### src/hw/rtl/fpo_pkg.sv
package fpo_pkg;

   localparam int DIST_BITS = 38;
   localparam logic [DIST_BITS-1:0] DIST_MAX = {DIST_BITS{1'b1}};

   typedef enum logic [1:0] {
      CMD_LOAD    = 2'd0,
      CMD_REQUEST = 2'd1,
      CMD_CLEAR   = 2'd2,
      CMD_NONE    = 2'd3
   } cmd_type;

   typedef enum logic [1:0] {
      ST_OK        = 2'd0,
      ST_NOT_READY = 2'd1,
      ST_DONE      = 2'd2
   } status_type;

   typedef enum logic [1:0] {
      REG_POINT_COUNT = 2'd0,
      REG_DIMS_IN_USE = 2'd1,
      REG_START_INDEX = 2'd2
   } reg_index_type;

   // Control from the sequencer to the distance datapath.
   typedef struct packed {
      logic       coord_valid;  // a coordinate pair arrives this cycle
      logic       first_dim;    // first coordinate of a point
      logic       last_dim;     // last coordinate of a point
   } dp_ctrl_type;

endpackage

### src/hw/rtl/fpo_dist.sv
// Accumulates squared coordinate differences of one point against the current
// center, one coordinate per cycle, with saturation at the distance maximum.
module fpo_dist #(
   parameter int COORD_BITS = 16
) (
   input  logic                          clock,
   input  logic                          reset,
   input  fpo_pkg::dp_ctrl_type          ctrl,
   input  logic signed [COORD_BITS-1:0]  coord_a,
   input  logic signed [COORD_BITS-1:0]  coord_b,
   output logic                          dist_valid,
   output logic [fpo_pkg::DIST_BITS-1:0] dist_out
);
   import fpo_pkg::*;

   localparam int DIFF_BITS = COORD_BITS + 1;
   localparam int MAG_LIM = 19;

   logic signed [DIFF_BITS-1:0] diff;
   logic [DIFF_BITS-1:0]        mag;
   logic                        big;
   logic [MAG_LIM-1:0]          mag_ff, mag_in;
   logic                        sat_ff, sat_in;
   logic                        v1_ff, first1_ff, last1_ff;
   logic [2*MAG_LIM-1:0]        sq;
   logic [DIST_BITS:0]          sum;
   logic [DIST_BITS-1:0]        acc_ff, acc_in;
   logic                        vout_ff;

   always_comb begin
      diff = DIFF_BITS'(coord_a) - DIFF_BITS'(coord_b);
      mag  = diff[DIFF_BITS-1] ? DIFF_BITS'(-diff) : DIFF_BITS'(diff);
      if (DIFF_BITS > MAG_LIM) begin
         big = (mag > DIFF_BITS'(20'h7FFFF));
      end else begin
         big = 1'b0;
      end
      mag_in = MAG_LIM'(mag);
      sat_in = big;
   end

   always_ff @(posedge clock) begin
      mag_ff <= mag_in;
      sat_ff <= sat_in;
      first1_ff <= ctrl.first_dim;
      last1_ff  <= ctrl.last_dim;
      acc_ff <= acc_in;
   end

   always_comb begin
      sq  = mag_ff * mag_ff;
      sum = (first1_ff ? (DIST_BITS+1)'(0) : {1'b0, acc_ff}) + (DIST_BITS+1)'(sq);
      acc_in = acc_ff;
      if (v1_ff) begin
         if (sat_ff || (!first1_ff && acc_ff == DIST_MAX) || sum[DIST_BITS]) begin
            acc_in = DIST_MAX;
         end else begin
            acc_in = sum[DIST_BITS-1:0];
         end
      end
   end

   always_ff @(posedge clock) begin
      if (reset) begin
         v1_ff   <= 1'b0;
         vout_ff <= 1'b0;
      end else begin
         v1_ff   <= ctrl.coord_valid;
         vout_ff <= v1_ff && last1_ff;
      end
   end

   assign dist_valid = vout_ff;
   assign dist_out   = acc_ff;

endmodule

### config.mk
export PLATFORM = sky130hd
export DESIGN_NAME = fpo_dist
export DESIGN_NICKNAME = d
export VERILOG_FILES = /design/src/hw/rtl/fpo_pkg.sv /design/src/hw/rtl/fpo_dist.sv
export SDC_FILE = /design/constraint.sdc
export NUM_CORES = 1
export LEC_CHECK = 0
export BUFFER_PORTS_ARGS = -buffer_cell sky130_fd_sc_hd__buf_2
export CAP_MARGIN = 20
export CORE_ASPECT_RATIO = 0.5
export CORE_MARGIN = 2
export CORE_UTILIZATION = 53
export CTS_BUF_LIST = sky130_fd_sc_hd__clkbuf_2
export DETAILED_ROUTE_END_ITERATION = 10
export HOLD_SLACK_MARGIN = 0.08
export PLACE_DENSITY = 0.77
export SYNTH_ARGS = -nofsm -noshare
export SYNTH_HDL_FRONTEND = slang
export SYNTH_SLANG_ARGS = --single-unit
### constraint.sdc
create_clock -name clock -period 8.2 [get_ports clock]
set_input_delay 1.23 -clock clock [delete_from_list [all_inputs] [get_ports clock]]
set_output_delay 1.23 -clock clock [all_outputs]
set_load 0.01 [all_outputs]
## Word-level counts from Yosys, hierarchy flattened

Index checks and enable logic that the tools add are counted.

| storage, ports and cells | value |
|---|---|
| bits in registers | 59 |
| bits of input ports | 37 |
| output and inout bits | 39 |
| logic and storage cells | 18 |

| cells by class | value |
|---|---|
| add/subtract/negate cells | 3 |
| multipliers | 1 |
| equality and inequality tests | 1 |
| multiplexer cells | 2 |
| reductions and logical operators | 4 |

Operator list:

| kind | count |
|---|---|
| 38-bit by 34-bit adder with 39-bit output | 1 |
| 38-bit equality test, second input constant | 1 |
| 38-bit two-way mux | 1 |
| 17-bit by 17-bit multiplier with 34-bit output | 1 |
| 17-bit negation | 1 |
| 16-bit by 16-bit subtractor with 17-bit output | 1 |
| 16-bit two-way mux | 1 |
| 1-bit logical AND | 2 |
| 1-bit zero test | 1 |
| 1-bit logical OR | 1 |

## Logic depth before layout (Yosys ltp)

Gate-level depths: netlist of the first run.

| logic depth | value |
|---|---|
| depth after elaboration | 3 |
| depth in mapped cells | 24 |
| mapped depth without buffers | 23 |

## Worst setup path after synthesis of the first run

OpenSTA, ideal clock, no wires.

| path | value |
|---|---|
| kind | register -> register |
| from | register mag_ff[5] |
| to | register acc_ff[33], in the netlist dist_out[33] (data pin) |
| library setup time | 0.257 ns |
| arrival | 6.317 ns |
| data required time | 7.943 ns |
| slack | 1.626 ns |
| cell stages (with the launch flop) | 25 |
| buffers on the path | 3 |
| period minus slack after synthesis | 6.574 ns |
| cell sequence | dfxtp_1 -> clkbuf_1 -> clkbuf_1 -> nand2_1 -> fa_1 -> inv_1 -> fa_1 -> inv_1 -> fa_1 -> inv_1 -> fa_1 -> fa_1 -> inv_1 -> fa_1 -> inv_1 -> ha_1 -> a21oi_1 -> o21ai_0 -> a221o_1 -> a221o_1 -> a21o_1 -> a21o_1 -> a41oi_4 -> buf_6 -> o21ai_2 |

| between the ends | value |
|---|---|
| longest elaborated chain between the ends | 3 |

RTL lines:

| item | RTL line | source |
|---|---|---|
| from (decl) | fpo_dist.sv:22 | `logic [MAG_LIM-1:0] mag_ff, mag_in;` |
| from (signal assigned) | fpo_dist.sv:43 | `mag_ff <= mag_in;` |
| 17-bit by 17-bit multiplier with 34-bit output * | fpo_dist.sv:51 | `sq = mag_ff * mag_ff;` |
| 38-bit by 34-bit adder with 39-bit output * | fpo_dist.sv:52 | `sum = (first1_ff ? (DIST_BITS+1)'(0) : {1'b0, acc_ff}) + (DIST_BITS+1)'(sq);` |
| 1-bit logical OR | fpo_dist.sv:55 | `if (sat_ff \|\| (!first1_ff && acc_ff == DIST_MAX) \|\| sum[DIST_BITS]) begin` |
| to (signal assigned) | fpo_dist.sv:47 | `acc_ff <= acc_in;` |
| to (decl) | fpo_dist.sv:27 | `logic [DIST_BITS-1:0] acc_ff, acc_in;` |

Every way passes the cells marked *; elsewhere a longest branch is shown, timed or not.
A chain may end at the register's enable or synchronous reset.

## Worst setup path after layout of the first run

| path | value |
|---|---|
| from | register mag_ff[14] |
| to | register acc_ff[21], in the netlist dist_out[21] (data pin) |

The elaborated chain is that of the path after synthesis.

==> results of run 1 <==
==> registers in the layout, indices dropped and copies added (netlist names) <==
name and count:
dist_out 38, dist_valid 1, first1_ff 1, last1_ff 1, mag_ff 17, v1_ff 1
==> worst max path at each step <==
| stage | end | startpoint | slack (ns) |
|---|---|---|---|
| after floorplan | dist_out[33] | mag_ff[5] | 1.63 |
| after global placement | dist_out[21] | mag_ff[9] | 1.21 |
| after detailed placement | dist_out[4] | mag_ff[9] | 1.01 |
| after CTS | dist_out[0] | mag_ff[9] | 0.98 |
| after global routing | dist_out[21] | mag_ff[14] | 0.61 |
| final | dist_out[21] | mag_ff[14] | 0.93 |
==> cell type report <==
type	instances	area [sq um]
Fill cell	1964	9680
Multi-Input combinational cell	920	9490
Sequential cell	59	1560
Inverter	393	1480
Timing Repair Buffer	79	418
Tap cell	307	384
Clock inverter	7	65.1
Clock buffer	9	45.0
Antenna cell	2	5.00
==> stage by stage <==
stage	hold slack, ns	cell area [sq um]	setup WS [ns]	instances	utilization
final	0.430	13400	0.929	1776	0.581
after global routing	0.458	13400	0.606	1775	0.581
after CTS	0.435	13400	0.982	1774	0.581
after detailed placement	0.411	13300	1.01	1758	0.576
after global placement	0.400	13300	1.21	1758	0.576
after floorplan	0.395	12700	1.63	1405	-
==> logic make-up after synthesis <==
family | synth area share
AOI/OAI and AO/OA | 0.0836
buffers and inverters | 0.128
adders and majority gates | 0.484
xor gates and xnor gates | 0.0415
muxes | 0.00493
and+or+nand+nor | 0.135
DFF | 0.123
==> metal layers <==
metal  share of wire  GRT usage
met5               0          0
met1            0.40      0.292
met4           0.028     0.0761
met2            0.51      0.428
met3           0.069     0.0415
==> placed cells by master, fill, tap and decap left out, types with 20 or more instances in the layout <==
| master | n |
|---|---|
| edfxtp_1 | 38 |
| nor2b_1 | 34 |
| a21oi_1 | 41 |
| o21ai_0 | 22 |
| and2_1 | 49 |
| xnor2_1 | 37 |
| fa_1 | 224 |
| nor2_1 | 47 |
| nand2b_1 | 23 |
| xor2_1 | 23 |
| inv_1 | 393 |
| nand2_1 | 138 |
| dfxtp_1 | 20 |
| buf_2 | 75 |
| ha_1 | 132 |
==> worst reg2reg max path, stage by stage, from the launching register on <==
cell	delay, ns
dfxtp_1	0.82
inv_1	0.28
nor2_1	0.32
fa_1	0.47
inv_1	0.08
fa_1	0.42
inv_1	0.09
fa_1	0.42
fa_1	0.46
fa_1	0.49
inv_1	0.05
fa_1	0.47
inv_1	0.04
ha_1	0.35
and3_1	0.22
and2_1	0.17
a221o_1	0.35
a221o_1	0.32
a21o_1	0.20
a21o_1	0.27
a41oi_4	0.42
buf_12	0.23
nand2_1	0.08
==> flow_summary.yaml, run 1 <==
outcome:
  status: "completed"
yosys:
  synth_edf_count: 38
  syn_area_sq_um: 12700
  synth_flop_cell: "edfxtp_1"
  synth_area_leaders: "fa_1, ha_1, inv_1"
  synth_common_cells: "inv_1, fa_1, nand2_1"
  seq_area_frac_synth: 0.123
  ys_seq_elements: 59
  yosysUniqueCellTypes: 63
  synthCells: 1405
  synth_top_area_share: 0.354
  syn_nets: 1798
  ys_warn_count: 0
  synth.largest_area_cell: "fa_1"
  async_reset_ff_frac: 0
  synth_most_common_cell: "inv_1"
  syn_area_per_cell_sq_um: 9.02
setup_path:
  start_kind: "register"
  crit_path_max_fanout: 30
  crit_top_cell: "fa_1"
  slowest_stage: "dfxtp_1"
  r2r_start: "mag_ff[14]"
  crit_family: "adder cells"
  r2r_setup_slack_ns: 0.93
  worstSetupEndpointType: "register"
  slowest_delay_ns: 0.82
  crit_buf_inv: 6
  path_depth: 22
  crit_path_cell_trace: "inv_1 -> nor2_1 -> fa_1 -> inv_1 -> fa_1 -> inv_1 -> fa_1 -> fa_1 -> fa_1 -> inv_1 -> fa_1 -> inv_1 -> ha_1 -> and3_1 -> and2_1 -> a221o_1 -> a221o_1 -> a21o_1 -> a21o_1 -> a41oi_4 -> buf_12 -> nand2_1"
  criticalPathCategory: "register to register"
  cp.arrival_ns: 7.58
  worstReg2RegEnd: "dist_out[21]"
  critPathRequiredTime_ns: 8.51
  reg2reg_depth: 22
clock_network:
  numCtsBuffers: 9
  htreeDepth: 3
  insertion_delay_ns: 0.56
  cts_setup_buffers: 0
  cts.sinks: 59
  cts_max_path_buffers: 2
  holdBufCountCts: 0
  post_cts_resized: 0
  cts_tree: "done"
  cts.clk_slew.worst_paths_ns: 0.20
  clockRootBuffer: "clkbuf_2"
sta:
  worst_pin_slew_ns: 1.16
  timing.final.crit_share: 0.887
  rsz0062_at_grt: "false"
  max_freq_ghz: 0.138
  finalSetupTns_ns: 0
  period_needed_ns: 7.27
  setup_viol: 0
  drv_slew: 0
  slew_headroom: 0.227
  final-hold-violation-count: 0
  skew_ns: 0.0239
routing:
  vias_per_cell: 5.38
  routedWlPerCell_microns: 16.2
  routed_wirelength_mm: 28.7
  routed-via-count: 9556
  drtAntennaViolNets: 0
  firstDrtPassIters: 5
  drt_iter0_drc: 601
  drc: 0
min_path:
  min_path_type: "register to register"
  holdCritStartpoint: "last1_ff"
  hold_depth: 2
  hold_end: "dist_valid"
global_route:
  grt_pass1_wl_mm: 46.9
  grt_usage: 0.237
  antenna_found_initial: 2
  overflow: 0
  grt_pass1_vias: 9981
  grt_max_degree: 40
die:
  coreArea_sq_um: 23100
  ios: 76
  die_h_microns: 113
  die-area_sq_um: 25200
  dieWidth_microns: 223
  initial_core_util: 0.548
  num_rows: 39
job:
  max_cap_violations: 0
placed_design:
  gp_congestion: 0.919
  numPortBuffers: 75
  hpwl_mm: 24.5
final_layout:
  layout-drive-gt1-share: 0.0770
  area_growth_pct: 6.08
  nets: 1855
Power of run 1 is left out: the tool's default activity adds up to more than one toggle a clock period on the data nets, which glitch-free logic cannot reach.
==> inputs of run 2 (changes only) <==
--- a/config.mk
+++ b/config.mk
@@ -13,6 +13,7 @@
 export CTS_BUF_LIST = sky130_fd_sc_hd__clkbuf_2
 export DETAILED_ROUTE_END_ITERATION = 10
 export HOLD_SLACK_MARGIN = 0.08
+export MAX_ROUTING_LAYER = met4
 export PLACE_DENSITY = 0.77
 export SYNTH_ARGS = -nofsm -noshare
 export SYNTH_HDL_FRONTEND = slang
==> flow_summary.yaml, run 2 (same netlist as run 1, synthesis figures left out) <==
outcome:
  status: "completed"
placed_design:
  place_area_sq_um: 13300
  hpwl_mm: 24.7
  gp_congestion: 0.939
  numPortBuffers: 75
  place_ws_ns: 0.848
clock_network:
  cts_setup_buffers: 0
  insertion_delay_ns: 0.56
  numCtsBuffers: 9
  post_cts_resized: 0
  cts_tree: "done"
  cts.clk_slew.worst_paths_ns: 0.18
  holdBufCountCts: 0
  cts.sinks: 59
  clockRootBuffer: "clkbuf_2"
  htreeDepth: 3
  cts_max_path_buffers: 2
sta:
  period_needed_ns: 7.44
  worst_pin_slew_ns: 1.18
  max_freq_ghz: 0.134
  layout_setup_ws_ns: 0.759
  slew_headroom: 0.216
  rsz0062_at_grt: "false"
  setup_viol: 0
  finalSetupTns_ns: 0
  final-hold-violation-count: 0
  timing.final.crit_share: 0.907
  skew_ns: 0.0509
  drv_slew: 0
global_route:
  grt_pass1_wl_mm: 48.0
  antenna_found_initial: 2
  grt_usage: 0.250
  grt_max_degree: 40
  grt_pass1_vias: 10023
  overflow: 0
routing:
  routed_wirelength_mm: 29.1
  routed-via-count: 9520
  drc: 0
  drtAntennaViolNets: 0
  drt_iter0_drc: 638
  vias_per_cell: 5.36
  firstDrtPassIters: 5
  routedWlPerCell_microns: 16.4
setup_path:
  crit_path_max_fanout: 30
  cp.arrival_ns: 7.72
  worstSetupEndpointType: "register"
  criticalPathCategory: "register to register"
  critPathRequiredTime_ns: 8.48
  reg2reg_depth: 22
  start_kind: "register"
final_layout:
  final_area_sq_um: 13400
  layout-drive-gt1-share: 0.0770
  nets: 1856
  area_growth_pct: 5.78
  largest_register_ffs: 38
  final_common_cell: "inv_1"
  fin_util: 0.580
  final_cell_mix: "inv_1, fa_1, nand2_1"
die:
  die-area_sq_um: 25200
  coreArea_sq_um: 23100
  num_rows: 39
  dieWidth_microns: 223
  die_h_microns: 113
  ios: 76
  initial_core_util: 0.548
min_path:
  min_path_type: "register to register"
  hold_depth: 2
job:
  max_cap_violations: 0
[run 2: routing by layer]
metal	global-route usage	wire length (microns)
met1	0.302	11700
met2	0.435	14700
met3	0.0410	1950
met4	0.0743	877
met5	-	0
[run 2: cell type report]
type / count / area (sq um)
clock inverter: 5 / 22.5
tap: 307 / 384
clock buffer: 11 / 55.1
fill: 2031 / 9720
antenna: 2 / 5.00
sequential: 59 / 1560
multi-input combinational: 920 / 9490
timing repair buffer: 80 / 413
inverter: 393 / 1480
[run 2: path summary, 6_finish.rpt]
| check | startpoint | to | slack, ns |
|---|---|---|---|
| worst max-delay path | mag_ff[14] | dist_out[0] | 0.76 |
| worst min-delay path | last1_ff | dist_valid | 0.43 |
| worst max register to register | mag_ff[14] | dist_out[0] | 0.76 |
| worst min register to register | last1_ff | dist_valid | 0.43 |
[run 2: stage by stage]
stage / cells / hold WS, ns
3_5_place_dp: 1759 / 0.411
4_1_cts: 1775 / 0.433
2_1_floorplan: 1405 / 0.395
3_3_place_gp: 1759 / 0.397
6_report: 1777 / 0.430
5_1_grt: 1777 / 0.454
[run 2: critical path: stages, from the launching register on]
cell and delay (ns):
dfxtp_1 0.80, inv_1 0.26, nor2_1 0.27, ha_1 0.30
xor2_1 0.19, fa_1 0.48, fa_1 0.55, inv_1 0.05
fa_1 0.44, fa_1 0.52, inv_1 0.05, fa_1 0.47
inv_1 0.04, ha_1 0.32, a21oi_1 0.23, o21ai_0 0.21
a221o_1 0.35, a221o_1 0.32, a21o_1 0.20, a21o_1 0.28
a41oi_4 0.37, buf_4 0.38, nand2b_1 0.10
Power of run 2 is left out for the same reason.
